### src/rtl/core/cubic_bisection_root_macros.svh
// Assertion helpers for the block's top-level RTL file.
`ifndef CUBIC_BISECTION_ROOT_MACROS_SVH
`define CUBIC_BISECTION_ROOT_MACROS_SVH

// Same-cycle implication, clocked on i_clk, off while in reset.
`define CBR_ASSERT_IMP(name, ante, cons, msg) \
    name: assert property (@(posedge i_clk) disable iff (!i_rst_n) (ante) |-> (cons)) \
        else $error(msg);

// Next-cycle implication, clocked on i_clk, off while in reset.
`define CBR_ASSERT_NXT(name, ante, cons, msg) \
    name: assert property (@(posedge i_clk) disable iff (!i_rst_n) (ante) |=> (cons)) \
        else $error(msg);

`endif

### src/rtl/core/cbr_pkg.sv
package cbr_pkg;

    localparam int MAX_STEPS_DEF = 48;
    localparam int FRAC_BITS     = 16;

    localparam int COEF_W    = 32;
    localparam int WIDE_W    = 63;
    localparam int MAG_W     = 62;
    localparam int TOL_W     = 31;
    localparam int STEPS_W   = 6;
    localparam int STATUS_W  = 2;
    localparam int CFG_IDX_W = 3;
    localparam int UPC_W     = 6;

    localparam logic [TOL_W-1:0] TOL_RESET = 31'd7;

    // configuration register indexes
    localparam logic [CFG_IDX_W-1:0] CFG_CUBIC  = 3'd0;
    localparam logic [CFG_IDX_W-1:0] CFG_SQUARE = 3'd1;
    localparam logic [CFG_IDX_W-1:0] CFG_LINEAR = 3'd2;
    localparam logic [CFG_IDX_W-1:0] CFG_CONST  = 3'd3;
    localparam logic [CFG_IDX_W-1:0] CFG_TOL    = 3'd4;

    // result status codes
    localparam logic [STATUS_W-1:0] ST_CONV  = 2'd0;
    localparam logic [STATUS_W-1:0] ST_BAD   = 2'd1;
    localparam logic [STATUS_W-1:0] ST_LIMIT = 2'd2;

    typedef logic [UPC_W-1:0] t_upc;

    // sequencer jump codes
    localparam logic [2:0] J_NEXT    = 3'd0;
    localparam logic [2:0] J_WAIT    = 3'd1;
    localparam logic [2:0] J_GOTO    = 3'd2;
    localparam logic [2:0] J_CALL    = 3'd3;
    localparam logic [2:0] J_RET     = 3'd4;
    localparam logic [2:0] J_IF_BAD  = 3'd5;
    localparam logic [2:0] J_IF_CONV = 3'd6;
    localparam logic [2:0] J_IF_MORE = 3'd7;

    // multiplier engine operations
    localparam logic [2:0] M_NONE = 3'd0;
    localparam logic [2:0] M_LD   = 3'd1;
    localparam logic [2:0] M_ML   = 3'd2;
    localparam logic [2:0] M_MH   = 3'd3;
    localparam logic [2:0] M_SUM  = 3'd4;
    localparam logic [2:0] M_FIN  = 3'd5;

    // wide operand select
    localparam logic [1:0] A_N  = 2'd0;
    localparam logic [1:0] A_N2 = 2'd1;
    localparam logic [1:0] A_N3 = 2'd2;

    // narrow operand select
    localparam logic [1:0] B_N  = 2'd0;
    localparam logic [1:0] B_C3 = 2'd1;
    localparam logic [1:0] B_C2 = 2'd2;
    localparam logic [1:0] B_C1 = 2'd3;

    // save product to power register
    localparam logic [1:0] SV_NONE = 2'd0;
    localparam logic [1:0] SV_N2   = 2'd1;
    localparam logic [1:0] SV_N3   = 2'd2;

    // accumulator operations
    localparam logic [1:0] T_NONE = 2'd0;
    localparam logic [1:0] T_LOAD = 2'd1;
    localparam logic [1:0] T_ADD  = 2'd2;
    localparam logic [1:0] T_ADDC = 2'd3;

    // evaluation point operations
    localparam logic [1:0] N_NONE = 2'd0;
    localparam logic [1:0] N_A    = 2'd1;
    localparam logic [1:0] N_B    = 2'd2;
    localparam logic [1:0] N_MID  = 2'd3;

    // program labels
    localparam t_upc UA_IDLE  = 6'd0;
    localparam t_upc UA_LOOP  = 6'd4;
    localparam t_upc UA_LIMIT = 6'd7;
    localparam t_upc UA_CONV  = 6'd8;
    localparam t_upc UA_BAD   = 6'd9;
    localparam t_upc UA_EVAL  = 6'd10;

    typedef struct packed {
        logic [2:0]          jump;
        t_upc                target;
        logic [2:0]          mop;
        logic [1:0]          asel;
        logic [1:0]          bsel;
        logic [1:0]          save;
        logic [1:0]          top;
        logic [1:0]          nop;
        logic                clr_cnt;
        logic                save_fa;
        logic                upd;
        logic                emit;
        logic [STATUS_W-1:0] status;
    } t_uword;

    typedef struct packed {
        t_uword uw;
        logic   accept;
    } t_ctl;

    typedef struct packed {
        logic same;
        logic conv;
        logic more;
    } t_flags;

    // Control store. The cubic evaluation is a subroutine at UA_EVAL:
    // five products, each fetch / low half / high half / sum / finish.
    function automatic t_uword ucode(input t_upc addr);
        t_uword w;
        w = '0;
        unique case (addr)
            UA_IDLE: w.jump = J_WAIT;
            6'd1: begin
                w.nop     = N_A;
                w.clr_cnt = 1'b1;
                w.jump    = J_CALL;
                w.target  = UA_EVAL;
            end
            6'd2: begin
                w.save_fa = 1'b1;
                w.nop     = N_B;
                w.jump    = J_CALL;
                w.target  = UA_EVAL;
            end
            6'd3: begin
                w.jump   = J_IF_BAD;
                w.target = UA_BAD;
            end
            UA_LOOP: begin
                w.nop    = N_MID;
                w.jump   = J_CALL;
                w.target = UA_EVAL;
            end
            6'd5: begin
                w.jump   = J_IF_CONV;
                w.target = UA_CONV;
            end
            6'd6: begin
                w.upd    = 1'b1;
                w.jump   = J_IF_MORE;
                w.target = UA_LOOP;
            end
            UA_LIMIT: begin
                w.emit   = 1'b1;
                w.status = ST_LIMIT;
                w.jump   = J_GOTO;
                w.target = UA_IDLE;
            end
            UA_CONV: begin
                w.emit   = 1'b1;
                w.status = ST_CONV;
                w.jump   = J_GOTO;
                w.target = UA_IDLE;
            end
            UA_BAD: begin
                w.emit   = 1'b1;
                w.status = ST_BAD;
                w.jump   = J_GOTO;
                w.target = UA_IDLE;
            end
            UA_EVAL: begin
                w.mop  = M_LD;
                w.asel = A_N;
                w.bsel = B_N;
            end
            6'd11, 6'd16, 6'd21, 6'd26, 6'd31: w.mop = M_ML;
            6'd12, 6'd17, 6'd22, 6'd27, 6'd32: w.mop = M_MH;
            6'd13, 6'd18, 6'd23, 6'd28, 6'd33: w.mop = M_SUM;
            6'd14: begin
                w.mop  = M_FIN;
                w.save = SV_N2;
            end
            6'd15: begin
                w.mop  = M_LD;
                w.asel = A_N2;
                w.bsel = B_N;
            end
            6'd19: begin
                w.mop  = M_FIN;
                w.save = SV_N3;
            end
            6'd20: begin
                w.mop  = M_LD;
                w.asel = A_N3;
                w.bsel = B_C3;
            end
            6'd24, 6'd29, 6'd34: w.mop = M_FIN;
            6'd25: begin
                w.mop  = M_LD;
                w.asel = A_N2;
                w.bsel = B_C2;
                w.top  = T_LOAD;
            end
            6'd30: begin
                w.mop  = M_LD;
                w.asel = A_N;
                w.bsel = B_C1;
                w.top  = T_ADD;
            end
            6'd35: w.top = T_ADD;
            6'd36: begin
                w.top  = T_ADDC;
                w.jump = J_RET;
            end
            default: begin
                w.jump   = J_GOTO;
                w.target = UA_IDLE;
            end
        endcase
        return w;
    endfunction

endpackage

### src/rtl/core/cubic_bisection_root.sv
// Cubic root finder by bisection, signed Q16.16 in and out.
// Configuration: write coefficients (index 0 cubic .. 3 constant) and the
// tolerance (index 4) on the cfg channel while the block is idle; the
// channel is always ready. Reset sets coefficients to 0, tolerance to 7.
// Command: raise start with lower_end/upper_end; the beat is taken when
// busy is low. busy stays high until the result comes out.
// Result: o_done pulses for one cycle with root, steps and status; the
// receiver cannot stall, so sample it then. busy is already low in that
// cycle, so the next command can go in at the same edge.
// Each cubic evaluation runs five products through the single 32x32
// multiplier, five control steps each, plus two steps for the last two of
// the three saturating adds (the first one overlaps a product fetch).
// The control store steps one word per cycle; f(a) is kept by sign, so
// each halving costs one evaluation. Reset returns to idle at once.
module cubic_bisection_root #(
    parameter int MAX_STEPS = cbr_pkg::MAX_STEPS_DEF
) (
    input  logic                               i_clk,
    input  logic                               i_rst_n,
    input  logic                               start,
    output logic                               busy,
    input  logic                               i_cfg_valid,
    output logic                               o_cfg_ready,
    input  logic [cbr_pkg::CFG_IDX_W-1:0]      i_cfg_index,
    input  logic [cbr_pkg::COEF_W-1:0]         i_cfg_data,
    input  logic signed [cbr_pkg::COEF_W-1:0]  i_lower_end,
    input  logic signed [cbr_pkg::COEF_W-1:0]  i_upper_end,
    output logic                               o_done,
    output logic signed [cbr_pkg::COEF_W-1:0]  o_root,
    output logic [cbr_pkg::STEPS_W-1:0]        o_steps,
    output logic [cbr_pkg::STATUS_W-1:0]       o_status
);

    `include "cubic_bisection_root_macros.svh"

    localparam int STEPS_W = cbr_pkg::STEPS_W;

    cbr_pkg::t_ctl   w_ctl;
    cbr_pkg::t_flags w_flags;

    assign o_cfg_ready = 1'b1;

    cbr_seq u_seq (
        .i_clk   (i_clk),
        .i_rst_n (i_rst_n),
        .i_start (start),
        .i_flags (w_flags),
        .o_ctl   (w_ctl),
        .o_busy  (busy)
    );

    cbr_dp #(
        .MAX_STEPS (MAX_STEPS)
    ) u_dp (
        .i_clk       (i_clk),
        .i_rst_n     (i_rst_n),
        .i_cfg_valid (i_cfg_valid),
        .i_cfg_index (i_cfg_index),
        .i_cfg_data  (i_cfg_data),
        .i_lower_end (i_lower_end),
        .i_upper_end (i_upper_end),
        .i_ctl       (w_ctl),
        .o_flags     (w_flags),
        .o_done      (o_done),
        .o_root      (o_root),
        .o_steps     (o_steps),
        .o_status    (o_status)
    );

    `CBR_ASSERT_IMP(a_done_idle, o_done, !busy, "result beat while busy")
    `CBR_ASSERT_NXT(a_start_busy, start && !busy, busy, "command beat did not start work")
    `CBR_ASSERT_NXT(a_done_once, o_done, !o_done, "result beat repeated")
    `CBR_ASSERT_IMP(a_bad_zero, o_done && o_status == cbr_pkg::ST_BAD, o_root == '0 && o_steps == '0, "bad interval with nonzero fields")
    `CBR_ASSERT_IMP(a_limit_steps, o_done && o_status == cbr_pkg::ST_LIMIT, o_steps == STEPS_W'(MAX_STEPS), "step limit with wrong count")

endmodule

### src/rtl/core/cbr_seq.sv
module cbr_seq (
    input  logic            i_clk,
    input  logic            i_rst_n,
    input  logic            i_start,
    input  cbr_pkg::t_flags i_flags,
    output cbr_pkg::t_ctl   o_ctl,
    output logic            o_busy
);

    cbr_pkg::t_upc   r_pc;
    cbr_pkg::t_upc   n_pc;
    cbr_pkg::t_upc   r_ret;
    cbr_pkg::t_upc   n_ret;
    cbr_pkg::t_upc   w_inc;
    cbr_pkg::t_uword w_uw;
    logic            w_accept;

    assign w_uw     = cbr_pkg::ucode(r_pc);
    assign w_inc    = r_pc + 1'b1;
    assign o_busy   = (r_pc != cbr_pkg::UA_IDLE);
    assign w_accept = i_start && !o_busy;

    assign o_ctl.uw     = w_uw;
    assign o_ctl.accept = w_accept;

    always_comb begin
        n_pc  = w_inc;
        n_ret = r_ret;
        unique case (w_uw.jump)
            cbr_pkg::J_NEXT:    n_pc = w_inc;
            cbr_pkg::J_WAIT:    n_pc = w_accept ? w_inc : r_pc;
            cbr_pkg::J_GOTO:    n_pc = w_uw.target;
            cbr_pkg::J_CALL: begin
                n_pc  = w_uw.target;
                n_ret = w_inc;
            end
            cbr_pkg::J_RET:     n_pc = r_ret;
            cbr_pkg::J_IF_BAD:  n_pc = i_flags.same ? w_uw.target : w_inc;
            cbr_pkg::J_IF_CONV: n_pc = i_flags.conv ? w_uw.target : w_inc;
            cbr_pkg::J_IF_MORE: n_pc = i_flags.more ? w_uw.target : w_inc;
            default:            n_pc = cbr_pkg::UA_IDLE;
        endcase
    end

    always_ff @(posedge i_clk) begin
        if (!i_rst_n) begin
            r_pc  <= cbr_pkg::UA_IDLE;
            r_ret <= cbr_pkg::UA_IDLE;
        end else begin
            r_pc  <= n_pc;
            r_ret <= n_ret;
        end
    end

endmodule

### src/rtl/core/cbr_dp.sv
module cbr_dp #(
    parameter int MAX_STEPS = cbr_pkg::MAX_STEPS_DEF
) (
    input  logic                              i_clk,
    input  logic                              i_rst_n,
    input  logic                              i_cfg_valid,
    input  logic [cbr_pkg::CFG_IDX_W-1:0]     i_cfg_index,
    input  logic [cbr_pkg::COEF_W-1:0]        i_cfg_data,
    input  logic signed [cbr_pkg::COEF_W-1:0] i_lower_end,
    input  logic signed [cbr_pkg::COEF_W-1:0] i_upper_end,
    input  cbr_pkg::t_ctl                     i_ctl,
    output cbr_pkg::t_flags                   o_flags,
    output logic                              o_done,
    output logic signed [cbr_pkg::COEF_W-1:0] o_root,
    output logic [cbr_pkg::STEPS_W-1:0]       o_steps,
    output logic [cbr_pkg::STATUS_W-1:0]      o_status
);

    localparam int CNT_W   = $clog2(MAX_STEPS + 1);
    localparam int COEF_W  = cbr_pkg::COEF_W;
    localparam int WIDE_W  = cbr_pkg::WIDE_W;
    localparam int MAG_W   = cbr_pkg::MAG_W;
    localparam int STEPS_W = cbr_pkg::STEPS_W;
    localparam int ACC_W   = MAG_W + COEF_W;
    localparam int HI_W    = MAG_W - COEF_W;
    localparam logic signed [WIDE_W:0] SUM_MAX = 64'sh3FFF_FFFF_FFFF_FFFF;
    localparam logic signed [WIDE_W:0] SUM_MIN = -64'sh3FFF_FFFF_FFFF_FFFF;

    cbr_pkg::t_uword w_uw;

    logic [COEF_W-1:0]   r_c3;
    logic [COEF_W-1:0]   r_c2;
    logic [COEF_W-1:0]   r_c1;
    logic [COEF_W-1:0]   r_c0;
    logic [cbr_pkg::TOL_W-1:0] r_tol;

    logic [COEF_W-1:0]   r_a;
    logic [COEF_W-1:0]   r_b;
    logic [COEF_W-1:0]   r_c;
    logic [COEF_W-1:0]   r_n;
    logic [WIDE_W-1:0]   r_n2;
    logic [WIDE_W-1:0]   r_n3;
    logic [MAG_W-1:0]    r_mag_a;
    logic [COEF_W-1:0]   r_mag_b;
    logic                r_neg;
    logic [2*COEF_W-1:0] r_plo;
    logic [MAG_W-1:0]    r_phi;
    logic [ACC_W-1:0]    r_acc;
    logic [WIDE_W-1:0]   r_prod;
    logic [WIDE_W-1:0]   r_t;
    logic                r_fa_neg;
    logic                r_fa_zero;
    logic [CNT_W-1:0]    r_cnt;
    logic                r_done;
    logic [COEF_W-1:0]   r_root;
    logic [STEPS_W-1:0]  r_steps;
    logic [cbr_pkg::STATUS_W-1:0] r_status;

    logic [WIDE_W-1:0]   w_opa;
    logic [WIDE_W-1:0]   w_opa_abs;
    logic [COEF_W-1:0]   w_opb;
    logic [COEF_W:0]     w_opb_ext;
    logic [COEF_W:0]     w_opb_abs;
    logic [COEF_W-1:0]   w_mul_x;
    logic [2*COEF_W-1:0] w_mul;
    logic [ACC_W-1:0]    w_sh;
    logic                w_sat;
    logic [MAG_W-1:0]    w_mag;
    logic [WIDE_W-1:0]   w_fin;
    logic [WIDE_W-1:0]   w_addend;
    logic [WIDE_W-1:0]   w_tsum;
    logic [COEF_W:0]     w_sum_ab;
    logic [COEF_W-1:0]   w_mid;
    logic                w_t_neg;
    logic                w_t_zero;
    logic [WIDE_W-1:0]   w_tabs;
    logic                w_bad_emit;

    function automatic logic [WIDE_W-1:0] sat_add(input logic [WIDE_W-1:0] x,
                                                  input logic [WIDE_W-1:0] y);
        logic signed [WIDE_W:0] s;
        s = $signed({x[WIDE_W-1], x}) + $signed({y[WIDE_W-1], y});
        if (s > SUM_MAX) begin
            return SUM_MAX[WIDE_W-1:0];
        end else if (s < SUM_MIN) begin
            return SUM_MIN[WIDE_W-1:0];
        end
        return s[WIDE_W-1:0];
    endfunction

    assign w_uw = i_ctl.uw;

    // operand fetch: sign-magnitude split for the product
    always_comb begin
        unique case (w_uw.asel)
            cbr_pkg::A_N2: w_opa = r_n2;
            cbr_pkg::A_N3: w_opa = r_n3;
            default:       w_opa = {{(WIDE_W-COEF_W){r_n[COEF_W-1]}}, r_n};
        endcase
    end

    always_comb begin
        unique case (w_uw.bsel)
            cbr_pkg::B_N:  w_opb = r_n;
            cbr_pkg::B_C3: w_opb = r_c3;
            cbr_pkg::B_C2: w_opb = r_c2;
            cbr_pkg::B_C1: w_opb = r_c1;
            default:       w_opb = r_n;
        endcase
    end

    assign w_opa_abs = w_opa[WIDE_W-1] ? -w_opa : w_opa;
    assign w_opb_ext = {w_opb[COEF_W-1], w_opb};
    assign w_opb_abs = w_opb[COEF_W-1] ? -w_opb_ext : w_opb_ext;

    // one shared 32x32 multiplier: low half of the wide magnitude, then high half
    assign w_mul_x = (w_uw.mop == cbr_pkg::M_MH) ? {{(COEF_W-HI_W){1'b0}}, r_mag_a[MAG_W-1:COEF_W]}
                                                 : r_mag_a[COEF_W-1:0];
    assign w_mul   = w_mul_x * r_mag_b;

    // drop fraction bits, clamp to the wide range, restore sign
    assign w_sh  = r_acc >> cbr_pkg::FRAC_BITS;
    assign w_sat = |w_sh[ACC_W-1:MAG_W];
    assign w_mag = w_sat ? {MAG_W{1'b1}} : w_sh[MAG_W-1:0];
    assign w_fin = r_neg ? -{1'b0, w_mag} : {1'b0, w_mag};

    assign w_addend = (w_uw.top == cbr_pkg::T_ADDC) ? {{(WIDE_W-COEF_W){r_c0[COEF_W-1]}}, r_c0}
                                                    : r_prod;
    assign w_tsum   = sat_add(r_t, w_addend);

    // floor of the half sum
    assign w_sum_ab = {r_a[COEF_W-1], r_a} + {r_b[COEF_W-1], r_b};
    assign w_mid    = w_sum_ab[COEF_W:1];

    assign w_t_neg  = r_t[WIDE_W-1];
    assign w_t_zero = (r_t == '0);
    assign w_tabs   = w_t_neg ? -r_t : r_t;

    assign o_flags.same = !w_t_zero && !r_fa_zero && (w_t_neg == r_fa_neg);
    assign o_flags.conv = (w_tabs[MAG_W-1:0] <= MAG_W'(r_tol));
    assign o_flags.more = (r_cnt != CNT_W'(MAX_STEPS));

    assign w_bad_emit = (w_uw.status == cbr_pkg::ST_BAD);

    always_ff @(posedge i_clk) begin
        if (!i_rst_n) begin
            r_c3  <= '0;
            r_c2  <= '0;
            r_c1  <= '0;
            r_c0  <= '0;
            r_tol <= cbr_pkg::TOL_RESET;
        end else if (i_cfg_valid) begin
            unique case (i_cfg_index)
                cbr_pkg::CFG_CUBIC:  r_c3  <= i_cfg_data;
                cbr_pkg::CFG_SQUARE: r_c2  <= i_cfg_data;
                cbr_pkg::CFG_LINEAR: r_c1  <= i_cfg_data;
                cbr_pkg::CFG_CONST:  r_c0  <= i_cfg_data;
                cbr_pkg::CFG_TOL:    r_tol <= i_cfg_data[cbr_pkg::TOL_W-1:0];
                default: ;
            endcase
        end
    end

    always_ff @(posedge i_clk) begin
        if (!i_rst_n) begin
            r_cnt  <= '0;
            r_done <= 1'b0;
        end else begin
            r_done <= w_uw.emit;
            if (w_uw.clr_cnt) begin
                r_cnt <= '0;
            end else if (w_uw.nop == cbr_pkg::N_MID) begin
                r_cnt <= r_cnt + 1'b1;
            end
        end
    end

    always_ff @(posedge i_clk) begin
        if (i_ctl.accept) begin
            r_a <= i_lower_end;
            r_b <= i_upper_end;
        end else if (w_uw.upd) begin
            // keep the half whose ends differ in sign
            if (o_flags.same) begin
                r_a <= r_c;
            end else begin
                r_b <= r_c;
            end
        end

        unique case (w_uw.nop)
            cbr_pkg::N_A: r_n <= r_a;
            cbr_pkg::N_B: r_n <= r_b;
            cbr_pkg::N_MID: begin
                r_n <= w_mid;
                r_c <= w_mid;
            end
            default: ;
        endcase

        if (w_uw.save_fa) begin
            r_fa_neg  <= w_t_neg;
            r_fa_zero <= w_t_zero;
        end

        unique case (w_uw.mop)
            cbr_pkg::M_LD: begin
                r_mag_a <= w_opa_abs[MAG_W-1:0];
                r_mag_b <= w_opb_abs[COEF_W-1:0];
                r_neg   <= w_opa[WIDE_W-1] ^ w_opb[COEF_W-1];
            end
            cbr_pkg::M_ML:  r_plo <= w_mul;
            cbr_pkg::M_MH:  r_phi <= w_mul[MAG_W-1:0];
            cbr_pkg::M_SUM: r_acc <= {{(ACC_W-2*COEF_W){1'b0}}, r_plo} + {r_phi, {COEF_W{1'b0}}};
            cbr_pkg::M_FIN: begin
                r_prod <= w_fin;
                if (w_uw.save == cbr_pkg::SV_N2) begin
                    r_n2 <= w_fin;
                end
                if (w_uw.save == cbr_pkg::SV_N3) begin
                    r_n3 <= w_fin;
                end
            end
            default: ;
        endcase

        unique case (w_uw.top)
            cbr_pkg::T_LOAD: r_t <= r_prod;
            cbr_pkg::T_ADD,
            cbr_pkg::T_ADDC: r_t <= w_tsum;
            default: ;
        endcase

        if (w_uw.emit) begin
            r_status <= w_uw.status;
            r_root   <= w_bad_emit ? '0 : r_c;
            r_steps  <= w_bad_emit ? '0 : STEPS_W'(r_cnt);
        end
    end

    assign o_done   = r_done;
    assign o_root   = r_root;
    assign o_steps  = r_steps;
    assign o_status = r_status;

endmodule
### config.mk
export PLATFORM = sky130hd
export DESIGN_NAME = cubic_bisection_root
export DESIGN_NICKNAME = d
export VERILOG_FILES = /design/src/rtl/core/cbr_pkg.sv /design/src/rtl/core/cubic_bisection_root.sv /design/src/rtl/core/cbr_seq.sv /design/src/rtl/core/cbr_dp.sv
export VERILOG_INCLUDE_DIRS = /design/src /design/src/rtl/core
export SDC_FILE = /design/constraint.sdc
export NUM_CORES = 2
export LEC_CHECK = 0
export BUFFER_PORTS_ARGS = -buffer_cell sky130_fd_sc_hd__buf_2
export CORE_UTILIZATION = 50
export DETAILED_ROUTE_END_ITERATION = 12
export GPL_ROUTABILITY_DRIVEN = 1
export PLACE_DENSITY = 0.66
export SLEW_MARGIN = 20
export SYNTH_ARGS = -nofsm -noshare
export SYNTH_HDL_FRONTEND = slang
export SYNTH_SLANG_ARGS = --single-unit
### constraint.sdc
create_clock -name i_clk -period 15.6 [get_ports i_clk]
set_input_delay 2.34 -clock i_clk [delete_from_list [all_inputs] [get_ports i_clk]]
set_output_delay 2.34 -clock i_clk [all_outputs]
set_load 0.005 [all_outputs]
==> flow_summary.yaml <==
status:
  status: "finished, final reports clean"
floorplan:
  pin_count: 146
  chipWidth_um: 403
  placementRows: 146
  dieArea_um2: 162000
  die_y_um: 403
  core_area_um2: 159000
  start_util: 0.506
clock_tree:
  clock_path_buffers: 3
  cts_resized: 0
  cts_made_buffers: 90
  clkLatencyLatePin_ps: 700
  clk_pin_slew_worst_paths_ps: 60
  clkSinkCount: 883
  cts_setup_buffers: 0
  cts_tree: "yes"
  root_buffer: "clkbuf_16"
  htree_levels: 3
  ctsHoldBuffers: 0
sta:
  post-route-min-period_ps: 12550
  rsz0062_at_grt: "false"
  relSlewSlack: 0.0892
  tns_ps: 0
  setup_violations: 0
  timing.final.max_slew_violations: 0
  clock.fmax_mhz: 79.7
  fin_skew_ps: 58.3
  final_hold_viol_count: 0
  worst_pin_slew_ps: 1350
  hold_ws_ps: 368
  min_period_over_period: 0.805
route:
  via_per_inst: 5.93
  drt_iter0_drc: 6114
  wl_per_cell_um: 23.4
  first_pass_iters: 6
  postRouteAntennaNets: 0
  routed_wl_um: 242000
  drc: 0
  vias: 61267
global_routing:
  first_global_vias: 62643
  antenna_found_initial: 9
  track_usage: 0.300
  grt_max_degree: 121
  grt_pass1_wl_um: 374000
  grt_overflow: 0
worst_hold_path:
  hold_path_class: "flop to flop"
  min_from: "u_dp.r_plo[27]"
  holdPathStages: 0
setup_path:
  slowest_delay_ps: 740
  crit_fanout: 89
  startpoint: "u_seq.r_pc[0]"
  cpMostUsedCell: "fa_1"
  ff2ff_setup_slack_ps: 3050
  critPathCaptureType: "flop"
  ff2ff_path_depth: 34
  crit_arrival_ps: 12970
  slowest_stage: "mux2_2"
  critPathKind: "flop to flop"
  start_kind: "flop"
  reg2reg_from: "u_seq.r_pc[0]"
  required_ps: 16020
final_layout:
  layout_commonest_cell: "nand2_1"
  drive_gt1_frac: 0.0607
  area_growth_pct: 7.09
  layout_common_cells: "1276 x nand2_1, 1014 x inv_1, 899 x fa_1"
  fillers: 14158
  seq_area_um2: 24700
  diodes: 0
  multi_input_area_um2: 50300
  final_nets: 9624
yosys:
  synth_top_family_by_area: "adder cells"
  synth-compound-area-share: 0.118
  synthAdderAreaFrac: 0.293
  syn-num-nets: 9731
  yosys.area_share.simple: 0.167
  yosys_warnings: 0
  post-synth-top-area-cell: "edfxtp_1"
  synth_top_area_frac: 0.263
  synth_top_flop_cell: "edfxtp_1"
  synth_xor_area_frac: 0.0390
  ys_ff_latch: 883
  synthMuxAreaShare: 0.00629
  syn_area_um2: 80400
  synth_cell_types: 84
  synthCells: 8297
  async_flop_share: 0
  synth_edf_count: 705
  avgSynthCellArea_um2: 9.69
  seq_area_frac_synth: 0.308
  synthTopCellsByArea: "edfxtp_1 26%, fa_1 22%, ha_1 6.7%"
placed_design:
  hpwlAfterDp_um: 180000
  io_buffers: 144
  gp_routability_congestion: 0.931
flow_run:
  drv_cap: 0
-- cell type report --
cell class	instances	area share
repair buffers	250	0.0182
multi-input cells	5949	0.584
inverters	1016	0.0443
clock inverters	56	0.00762
clock buffers	110	0.0280
flip-flops and latches	883	0.287
well taps	2072	0.0301
-- state kept, by name, indices dropped and copies added (netlist names), 31 cells and up --
signal / flops
u_dp.r_n: 32
u_dp.r_t: 63
u_dp.r_b: 32
u_dp.r_prod: 63
u_dp.r_n2: 63
u_dp.r_tol: 31
u_dp.r_c3: 32
u_dp.r_c0: 32
u_dp.r_a: 32
u_dp.r_c2: 32
u_dp.r_c: 32
u_dp.r_plo: 48
u_dp.r_mag_b: 32
u_dp.r_acc: 78
u_dp.r_mag_a: 62
u_dp.r_n3: 63
u_dp.r_phi: 62
u_dp.o_root: 32
u_dp.r_c1: 32
-- synth_stat cells (all sizes together) (12+ instances only) --
library cell,count
or2,20
buf,19
o41ai,15
and4,13
nand4,64
o211ai,18
maj3,14
nand2,1278
a22oi,52
o21a,42
a222oi,16
nor2b,80
clkbuf,430
a221oi,40
xor2,140
xnor2,218
nor4,39
a21oi,290
fa,899
o21bai,31
a21boi,165
ha,432
and3,64
dfxtp,178
or4,20
o311ai,26
a31oi,31
a21o,155
mux2,36
inv,1015
and2,628
nor2,323
or3,50
nand2b,37
edfxtp,705
a211oi,26
nor3,67
a31o,12
a221o,69
o31ai,29
nand3,78
o21ai,298
-- logic make-up (layout without fill, tap and decap cells) --
logic type	Yosys count	count (layout)
AND/OR/NAND/NOR	2796	2796
buffers and inverters	1465	1432
adder cells (fa/ha/maj)	1345	1345
AO/OA/AOI/OAI	1403	1403
XOR/XNOR	358	358
other	1	1
multiplexers	46	46
flip-flops	883	883
-- worst max-delay path, delay by kind of cell (launching register included) --
kind	cells	cell delay [ps]
buffers and inverters	4	610
flip-flops	1	490
multiplexers	2	910
adder cells (fa/ha/maj)	10	4580
AO/OA/AOI/OAI	11	3850
AND/OR/NAND/NOR	7	1740
-- per-layer routing --
metal | vias to the layer above | GRT usage | routed length, um
met5 | - | 0 | 26
met2 | 2607 | 0.472 | 110000
met1 | 30895 | 0.424 | 103000
met4 | 4 | 0.0983 | 8740
met3 | 451 | 0.0452 | 19800
li1 | 27310 | - | -
-- through the flow --
step	cell area (um2)	utilization	std cells	setup WS, ps
after floorplan	80400	-	8297	3370
after global placement	82900	0.522	10167	3540
after detailed placement	83000	0.522	10169	3250
after CTS	86100	0.542	10335	3180
after global routing	86100	0.542	10336	2360
final	86100	0.542	10336	3050
-- path summary, 6_finish.rpt --
| kind | end |
|---|---|
| worst max register to register | u_dp.r_phi[60] |
| worst min register to register | u_dp.r_acc[27] |
| worst max-delay path | u_dp.r_phi[60] |
| worst min-delay path | u_dp.r_acc[27] |
Power is not shown: default switching activity piles up to over one toggle a cycle in this logic, so the estimate is an artifact.
